<file path="config.mk">
export PLATFORM = sky130hd
export DESIGN_NAME = jsc_decode
export DESIGN_NICKNAME = d
export VERILOG_FILES = /design/src/hw/rtl/jsc_pkg.sv /design/src/hw/rtl/jsc_decode.sv
export SDC_FILE = /design/constraint.sdc
export NUM_CORES = 1
export LEC_CHECK = 0
export ABC_AREA = 1
export BUFFER_PORTS_ARGS = -buffer_cell sky130_fd_sc_hd__buf_2
export CAP_MARGIN = 20
export CELL_PAD_IN_SITES_DETAIL_PLACEMENT = 1
export CELL_PAD_IN_SITES_GLOBAL_PLACEMENT = 1
export CORE_ASPECT_RATIO = 1.5
export CORE_UTILIZATION = 46
export DETAILED_ROUTE_END_ITERATION = 6
export MAX_ROUTING_LAYER = met4
export PLACE_DENSITY_LB_ADDON = 0.25
export SYNTH_ARGS = -nofsm -noshare
export SYNTH_HDL_FRONTEND = slang
export SYNTH_SLANG_ARGS = --single-unit
</file>
<file path="constraint.sdc">
create_clock -name vclk -period 9.5
set_clock_uncertainty 0.2 [all_clocks]
set_input_delay 1.425 -clock vclk [all_inputs]
set_output_delay 1.425 -clock vclk [all_outputs]
set_load 0.1 [all_outputs]
</file>
<file path="src/hw/rtl/jsc_pkg.sv">
// package with payload types, codes and sizes of the json syntax checker
package jsc_pkg;

  localparam int STACK_DEPTH = 64;
  localparam int ADDR_W      = $clog2(STACK_DEPTH);
  localparam int CNT_W       = $clog2(STACK_DEPTH + 1);
  localparam int MAXD_W      = 7;
  localparam int CMP_W       = (CNT_W > MAXD_W) ? CNT_W : MAXD_W;
  localparam int MODE_W      = 2;
  localparam int ST_W        = 5;
  localparam int CLS_W       = 5;
  localparam int ACT_W       = 4;

  localparam logic [MAXD_W-1:0] MAX_DEPTH_RST = MAXD_W'(64);

  // request types
  localparam logic REQ_BYTE = 1'b0;
  localparam logic REQ_END  = 1'b1;

  // nesting modes
  localparam logic [MODE_W-1:0] M_ARRAY  = 2'd0;
  localparam logic [MODE_W-1:0] M_DONE   = 2'd1;
  localparam logic [MODE_W-1:0] M_KEY    = 2'd2;
  localparam logic [MODE_W-1:0] M_OBJECT = 2'd3;

  // parser states
  localparam logic [ST_W-1:0] P_GO = 5'd0;
  localparam logic [ST_W-1:0] P_OK = 5'd1;
  localparam logic [ST_W-1:0] P_OB = 5'd2;
  localparam logic [ST_W-1:0] P_KE = 5'd3;
  localparam logic [ST_W-1:0] P_CO = 5'd4;
  localparam logic [ST_W-1:0] P_VA = 5'd5;
  localparam logic [ST_W-1:0] P_AR = 5'd6;
  localparam logic [ST_W-1:0] P_ST = 5'd7;
  localparam logic [ST_W-1:0] P_ES = 5'd8;
  localparam logic [ST_W-1:0] P_U1 = 5'd9;
  localparam logic [ST_W-1:0] P_U2 = 5'd10;
  localparam logic [ST_W-1:0] P_U3 = 5'd11;
  localparam logic [ST_W-1:0] P_U4 = 5'd12;
  localparam logic [ST_W-1:0] P_MI = 5'd13;
  localparam logic [ST_W-1:0] P_ZE = 5'd14;
  localparam logic [ST_W-1:0] P_IN = 5'd15;
  localparam logic [ST_W-1:0] P_FR = 5'd16;
  localparam logic [ST_W-1:0] P_FS = 5'd17;
  localparam logic [ST_W-1:0] P_E1 = 5'd18;
  localparam logic [ST_W-1:0] P_E2 = 5'd19;
  localparam logic [ST_W-1:0] P_E3 = 5'd20;
  localparam logic [ST_W-1:0] P_T1 = 5'd21;
  localparam logic [ST_W-1:0] P_T2 = 5'd22;
  localparam logic [ST_W-1:0] P_T3 = 5'd23;
  localparam logic [ST_W-1:0] P_F1 = 5'd24;
  localparam logic [ST_W-1:0] P_F2 = 5'd25;
  localparam logic [ST_W-1:0] P_F3 = 5'd26;
  localparam logic [ST_W-1:0] P_F4 = 5'd27;
  localparam logic [ST_W-1:0] P_N1 = 5'd28;
  localparam logic [ST_W-1:0] P_N2 = 5'd29;
  localparam logic [ST_W-1:0] P_N3 = 5'd30;

  // actions of the transition table
  localparam logic [ACT_W-1:0] A_GOTO      = 4'd0;
  localparam logic [ACT_W-1:0] A_ERR       = 4'd1;
  localparam logic [ACT_W-1:0] A_CLOSE_EOB = 4'd2;
  localparam logic [ACT_W-1:0] A_CLOSE_OBJ = 4'd3;
  localparam logic [ACT_W-1:0] A_CLOSE_ARR = 4'd4;
  localparam logic [ACT_W-1:0] A_OPEN_OBJ  = 4'd5;
  localparam logic [ACT_W-1:0] A_OPEN_ARR  = 4'd6;
  localparam logic [ACT_W-1:0] A_END_QUOTE = 4'd7;
  localparam logic [ACT_W-1:0] A_COMMA     = 4'd8;
  localparam logic [ACT_W-1:0] A_COLON     = 4'd9;

  typedef struct packed {
    logic       req_type;
    logic [7:0] char_byte;
  } in_t;

  typedef struct packed {
    logic ok;
    logic is_verdict;
  } out_t;

  typedef struct packed {
    logic [ACT_W-1:0] act;
    logic [ST_W-1:0]  nxt_st;
  } dec_t;

endpackage

</file>
<file path="src/hw/rtl/jsc_decode.sv">
// character classifier and state transition table of the checker
module jsc_decode (
  input  logic [jsc_pkg::ST_W-1:0] state,
  input  logic [7:0]               char_byte,
  output jsc_pkg::dec_t            dec
);
  import jsc_pkg::*;

  localparam logic [CLS_W-1:0] K_SPACE = 5'd0;
  localparam logic [CLS_W-1:0] K_WHITE = 5'd1;
  localparam logic [CLS_W-1:0] K_LCURB = 5'd2;
  localparam logic [CLS_W-1:0] K_RCURB = 5'd3;
  localparam logic [CLS_W-1:0] K_LSQRB = 5'd4;
  localparam logic [CLS_W-1:0] K_RSQRB = 5'd5;
  localparam logic [CLS_W-1:0] K_COLON = 5'd6;
  localparam logic [CLS_W-1:0] K_COMMA = 5'd7;
  localparam logic [CLS_W-1:0] K_QUOTE = 5'd8;
  localparam logic [CLS_W-1:0] K_BACKS = 5'd9;
  localparam logic [CLS_W-1:0] K_SLASH = 5'd10;
  localparam logic [CLS_W-1:0] K_PLUS  = 5'd11;
  localparam logic [CLS_W-1:0] K_MINUS = 5'd12;
  localparam logic [CLS_W-1:0] K_POINT = 5'd13;
  localparam logic [CLS_W-1:0] K_ZERO  = 5'd14;
  localparam logic [CLS_W-1:0] K_DIGIT = 5'd15;
  localparam logic [CLS_W-1:0] K_LA    = 5'd16;
  localparam logic [CLS_W-1:0] K_LB    = 5'd17;
  localparam logic [CLS_W-1:0] K_LC    = 5'd18;
  localparam logic [CLS_W-1:0] K_LD    = 5'd19;
  localparam logic [CLS_W-1:0] K_LE    = 5'd20;
  localparam logic [CLS_W-1:0] K_LF    = 5'd21;
  localparam logic [CLS_W-1:0] K_LL    = 5'd22;
  localparam logic [CLS_W-1:0] K_LN    = 5'd23;
  localparam logic [CLS_W-1:0] K_LR    = 5'd24;
  localparam logic [CLS_W-1:0] K_LS    = 5'd25;
  localparam logic [CLS_W-1:0] K_LT    = 5'd26;
  localparam logic [CLS_W-1:0] K_LU    = 5'd27;
  localparam logic [CLS_W-1:0] K_UHEX  = 5'd28;
  localparam logic [CLS_W-1:0] K_UE    = 5'd29;
  localparam logic [CLS_W-1:0] K_OTHER = 5'd30;
  localparam logic [CLS_W-1:0] K_BAD   = 5'd31;

  function automatic logic [CLS_W-1:0] classify(input logic [7:0] b);
    logic [CLS_W-1:0] c;
    c = K_OTHER;
    if (b[7]) begin
      c = K_OTHER;
    end else if (b == 8'd9 || b == 8'd10 || b == 8'd13) begin
      c = K_WHITE;
    end else if (b < 8'd32) begin
      c = K_BAD;
    end else if (b inside {[8'd49:8'd57]}) begin
      c = K_DIGIT;
    end else begin
      case (b)
        8'd32:  c = K_SPACE;
        8'd123: c = K_LCURB;
        8'd125: c = K_RCURB;
        8'd91:  c = K_LSQRB;
        8'd93:  c = K_RSQRB;
        8'd58:  c = K_COLON;
        8'd44:  c = K_COMMA;
        8'd34:  c = K_QUOTE;
        8'd92:  c = K_BACKS;
        8'd47:  c = K_SLASH;
        8'd43:  c = K_PLUS;
        8'd45:  c = K_MINUS;
        8'd46:  c = K_POINT;
        8'd48:  c = K_ZERO;
        8'd97:  c = K_LA;
        8'd98:  c = K_LB;
        8'd99:  c = K_LC;
        8'd100: c = K_LD;
        8'd101: c = K_LE;
        8'd102: c = K_LF;
        8'd108: c = K_LL;
        8'd110: c = K_LN;
        8'd114: c = K_LR;
        8'd115: c = K_LS;
        8'd116: c = K_LT;
        8'd117: c = K_LU;
        8'd65, 8'd66, 8'd67, 8'd68, 8'd70: c = K_UHEX;
        8'd69:  c = K_UE;
        default: c = K_OTHER;
      endcase
    end
    return c;
  endfunction

  function automatic dec_t go(input logic [ST_W-1:0] s);
    return '{act: A_GOTO, nxt_st: s};
  endfunction

  function automatic dec_t act(input logic [ACT_W-1:0] a);
    return '{act: a, nxt_st: P_GO};
  endfunction

  function automatic dec_t value_start(input logic [CLS_W-1:0] c);
    dec_t d;
    case (c)
      K_LCURB: d = act(A_OPEN_OBJ);
      K_LSQRB: d = act(A_OPEN_ARR);
      K_QUOTE: d = go(P_ST);
      K_MINUS: d = go(P_MI);
      K_ZERO:  d = go(P_ZE);
      K_DIGIT: d = go(P_IN);
      K_LF:    d = go(P_F1);
      K_LN:    d = go(P_N1);
      K_LT:    d = go(P_T1);
      default: d = act(A_ERR);
    endcase
    return d;
  endfunction

  logic [CLS_W-1:0] cls;
  logic blank, digit, hex, expo, num_end;

  assign cls     = classify(char_byte);
  assign blank   = (cls == K_SPACE) || (cls == K_WHITE);
  assign digit   = (cls == K_ZERO) || (cls == K_DIGIT);
  assign hex     = cls inside {[K_ZERO:K_LF], K_UHEX, K_UE};
  assign expo    = (cls == K_LE) || (cls == K_UE);
  assign num_end = state inside {P_ZE, P_IN, P_FS, P_E3};

  always_comb begin
    dec = act(A_ERR);
    if (cls == K_BAD) begin
      dec = act(A_ERR);
    end else if (num_end && blank) begin
      dec = go(P_OK);
    end else if (num_end && cls == K_RCURB) begin
      dec = act(A_CLOSE_OBJ);
    end else if (num_end && cls == K_RSQRB) begin
      dec = act(A_CLOSE_ARR);
    end else if (num_end && cls == K_COMMA) begin
      dec = act(A_COMMA);
    end else begin
      case (state)
        P_GO: begin
          if (blank)               dec = go(P_GO);
          else if (cls == K_LCURB) dec = act(A_OPEN_OBJ);
          else if (cls == K_LSQRB) dec = act(A_OPEN_ARR);
        end
        P_OK: begin
          if (blank)               dec = go(P_OK);
          else if (cls == K_RCURB) dec = act(A_CLOSE_OBJ);
          else if (cls == K_RSQRB) dec = act(A_CLOSE_ARR);
          else if (cls == K_COMMA) dec = act(A_COMMA);
        end
        P_OB: begin
          if (blank)               dec = go(P_OB);
          else if (cls == K_RCURB) dec = act(A_CLOSE_EOB);
          else if (cls == K_QUOTE) dec = go(P_ST);
        end
        P_KE: begin
          if (blank)               dec = go(P_KE);
          else if (cls == K_QUOTE) dec = go(P_ST);
        end
        P_CO: begin
          if (blank)               dec = go(P_CO);
          else if (cls == K_COLON) dec = act(A_COLON);
        end
        P_VA: begin
          if (blank) dec = go(P_VA);
          else       dec = value_start(cls);
        end
        P_AR: begin
          if (blank)               dec = go(P_AR);
          else if (cls == K_RSQRB) dec = act(A_CLOSE_ARR);
          else                     dec = value_start(cls);
        end
        P_ST: begin
          if (cls == K_WHITE)      dec = act(A_ERR);
          else if (cls == K_QUOTE) dec = act(A_END_QUOTE);
          else if (cls == K_BACKS) dec = go(P_ES);
          else                     dec = go(P_ST);
        end
        P_ES: begin
          if (cls inside {K_QUOTE, K_BACKS, K_SLASH, K_LB, K_LF, K_LN, K_LR, K_LT})
            dec = go(P_ST);
          else if (cls == K_LU)
            dec = go(P_U1);
        end
        P_U1: if (hex) dec = go(P_U2);
        P_U2: if (hex) dec = go(P_U3);
        P_U3: if (hex) dec = go(P_U4);
        P_U4: if (hex) dec = go(P_ST);
        P_MI: begin
          if (cls == K_ZERO)       dec = go(P_ZE);
          else if (cls == K_DIGIT) dec = go(P_IN);
        end
        P_ZE: begin
          if (cls == K_POINT) dec = go(P_FR);
          else if (expo)      dec = go(P_E1);
        end
        P_IN: begin
          if (digit)               dec = go(P_IN);
          else if (cls == K_POINT) dec = go(P_FR);
          else if (expo)           dec = go(P_E1);
        end
        P_FR: if (digit) dec = go(P_FS);
        P_FS: begin
          if (digit)     dec = go(P_FS);
          else if (expo) dec = go(P_E1);
        end
        P_E1: begin
          if (cls == K_PLUS || cls == K_MINUS) dec = go(P_E2);
          else if (digit)                      dec = go(P_E3);
        end
        P_E2: if (digit) dec = go(P_E3);
        P_E3: if (digit) dec = go(P_E3);
        P_T1: if (cls == K_LR) dec = go(P_T2);
        P_T2: if (cls == K_LU) dec = go(P_T3);
        P_T3: if (cls == K_LE) dec = go(P_OK);
        P_F1: if (cls == K_LA) dec = go(P_F2);
        P_F2: if (cls == K_LL) dec = go(P_F3);
        P_F3: if (cls == K_LS) dec = go(P_F4);
        P_F4: if (cls == K_LE) dec = go(P_OK);
        P_N1: if (cls == K_LU) dec = go(P_N2);
        P_N2: if (cls == K_LL) dec = go(P_N3);
        P_N3: if (cls == K_LL) dec = go(P_OK);
        default: dec = act(A_ERR);
      endcase
    end
  end

endmodule

</file>
==> summary.md <==
| Metric | Value |
|---|---|
| Outcome | finished clean |
| Unrepaired setup endpoints after global routing | false |
| Via count | 3393 |
| Max_cap viols | 0 |
| Cell area power density | about 45 nW/um^2 |
| Total core area | roughly 5500 um^2 |
| Register area share after synthesis | 0% |
| Layout cell share with drive strength beyond 1 | around 14% |
| Post-Synth Simple-Gate Area | about 64% |
| CP max FO | 24 |
| Hold depth | 7 |
| Worst Tran Pin Value | 0.717 ns |
| Clock buffers | 0 |
| Fin crit period | around 6.7 ns |
| Seq pwr share | 0% |
| DRT antenna net count | 0 |
| Total internal power | 0.0000295 W |
| Post-DP HPWL | 9160 um |
| Setup bufs post-CTS | 0 |
| Worst setup SP type | input pin |
| Via density | between 5 and 6 |
| Initial antenna violation count | 0 |
| Iteration-0 DRC Markers | between 150 and 200 |
| Critical path data required time | a little under 8 ns |
| Initial DRT Pass Iterations | 4 |
| CTS Hold Bufs | 0 |
| Final setup fails | 0 |
| Die ar. | between 6000 and 7000 um^2 |
| Finished Core Util | around half |
| Seq_cells | 0 |
| Slowest cell on crit path | nand2_1 |
| Main combinational cell family by area after synthesis | simple AND/OR/NAND/NOR gates |
| Compound-Gate Fraction of Synth Area | between 10% and 20% |
| Post-CTS sizing | 0 |
| Most frequent CP cell | nand2_1 |
| Die width | ~64 um |
| I/O pin cnt | 22 |
| Critical-path cell list | buf_2 -> inv_1 -> ha_1 -> inv_1 -> nor2_2 -> o211ai_4 -> nand4_1 -> nand2_1 -> inv_2 -> nor2_1 -> nand2_1 -> nand2_1 -> nor2_1 -> nand2_1 -> nor2_1 -> nand2_1 -> nor2_1 -> a21oi_1 -> buf_2 |
| Yosys top cell area share | a little over a fifth |
| Largest area contributor in the netlist | nand2_1 |
| Final Hold Viols | 0 |
| Drt wl/cell | ~19 um |
| Xor and xnor area share after synthesis | 0% |
| Total track usage | 38.9% |
| Sequential cell area | 0 um^2 |
| Normalized max-slew margin | 52.1% |
| Logic pwr share | 100.0% |
| Clock group share of total power | 0% |
| Peak supply drop | approximately 0.032 mV |
| Max Fclk | about 150 MHz |
| Die Ht | between 90 and 100 um |
| Static leakage | roughly 1.4 nW |
| NetSw | 0.0000933 W |
| Area contributors post-synth | nand2_1 (21%), nand3_1 (11%), nor2_1 (11%) |
| ANT cells | 0 |
| Mapped cell area | ~2600 um^2 |
| CP Data Arrival Time | a little over 5 ns |
| Switch share | roughly 76% |
| Crit end category | primary output |
| GR Overflow Total | 0 |
| Post-synthesis mux area share | 0% |
| Post-Syn Instances | around 500 |
| CP Class | input pin to primary output |
| DRC viols | 0 |
| Setup TNS Final | 0 ns |
| Drt total wl | 10900 um |
| Initial core utilization | 47.8% |
| Ys Warns | 0 |
| CP max stage delay | 0.56 ns |
| HP Class | input pin to primary output |
| Final worst path period share | approximately 70% |
| First-pass GRT wire length | 17700 um |
| Pins Over Slew Limit | 0 |
| Post-layout net count | between 500 and 600 |
| Distinct cell type count after synthesis | 44 |
| Syn avg cell area | ~5.2 um^2 |
| Post-Synth Adder-Cell Area | around 7.6% |
| Synth-to-Final Area Change | 2.81% |
| Port-buffer cells | 22 |
| Gpl congestion | 1.01 |
| Largest net degree at the start of global routing | 25 |
| # rows | 33 |
| Synth Net Count | 530 |
| Number of global-route vias before repair | roughly 3500 |
==> power by group through the flow <==
stage,Sequential (W),Combinational (W),Clock (W)
floorplan,0,0.0000944,0
finish,0,0.000123,0
detailed placement,0,0.000121,0
CTS,0,0.000121,0
global placement,0,0.000118,0
global route,0,0.000133,0
==> cell type report <==
| class | count | area, um^2 |
|---|---|---|
| Timing Repair Buffer | 22 | 110 |
| Tap cell | 70 | 87.6 |
| Multi-Input combinational cell | 413 | 2230 |
| Fill cell | 868 | 2790 |
| Inverter | 72 | 275 |
==> path summary, 6_finish.rpt <==
check | from | slack, ns | endpoint
setup / recovery | char_byte[0] | 2.82 | dec[0]
hold / removal | char_byte[7] | 3.56 | dec[8]
==> cells in the mapped netlist (3+ instances only) <==
| master | instances |
|---|---|
| a31oi_1 | 3 |
| buf_2 | 3 |
| nand4_1 | 19 |
| nand2_2 | 5 |
| buf_6 | 6 |
| nor2_2 | 3 |
| nand2_8 | 4 |
| a21oi_1 | 10 |
| inv_2 | 7 |
| nand2_4 | 3 |
| ha_1 | 16 |
| inv_1 | 62 |
| nor3_1 | 11 |
| o21ai_1 | 8 |
| nor2_1 | 75 |
| nand3_1 | 58 |
| clkbuf_1 | 4 |
| nand2_1 | 147 |
| o21ai_0 | 14 |
| nand3_2 | 7 |
| o21ai_2 | 3 |
| nor2_8 | 3 |
==> metal layers <==
layer | part of all wire (%) | vias up | wire length, um | global-route usage, %
met3 | 2.8 | 57 | 304 | 2.54
met5 | 0 | - | 0 | -
met1 | 38 | 1595 | 4180 | 39.4
li1 | - | 1643 | - | -
met4 | 7.7 | 0 | 837 | 27.8
met2 | 51 | 98 | 5620 | 70.1
==> cells in the final DEF, fill, tap and decap left out, drive strengths merged <==
cell     count
o21a         1
nand4       19
or3          1
clkinv       1
ha          16
nand2      159
o2111ai      2
nand3b       1
or2          1
nor4         2
a211oi       1
o211ai       6
nand3       65
a21oi       10
buf         22
a31oi        3
o22ai        1
o31ai        1
o21ai       25
inv         71
a21boi       1
nor3b        2
nor2        83
nor3        13
==> cell families after synthesis <==
| group | count (synthesis) |
|---|---|
| AOI/OAI and AO/OA | 51 |
| adders and majority gates | 16 |
| buffers and inverters | 88 |
| and+or+nand+nor | 346 |
==> critical path: cells and delay by family <==
family,cells,cell delay [ns]
and+or+nand+nor,11,1.68
buffers and inverters,5,1.23
AOI/OAI and AO/OA,2,0.46
adders and majority gates,1,0.22
==> per-stage QoR <==
| stage | total power, W | instances | area [um^2] | hold WS (ns) | worst slack (ns) |
|---|---|---|---|---|---|
| 6_report | 0.000123 | 577 | 2700 | 3.56 | 2.82 |
| 5_1_grt | 0.000133 | 577 | 2700 | 3.60 | 2.44 |
| 4_1_cts | 0.000121 | 577 | 2700 | 3.55 | 2.83 |
| 3_5_place_dp | 0.000121 | 577 | 2700 | 3.55 | 2.84 |
| 3_3_place_gp | 0.000118 | 577 | 2700 | 3.54 | 2.87 |
| 2_1_floorplan | 0.0000944 | 501 | 2630 | 3.39 | 2.73 |
No activity file was read; power rests on OpenSTA's default activity.
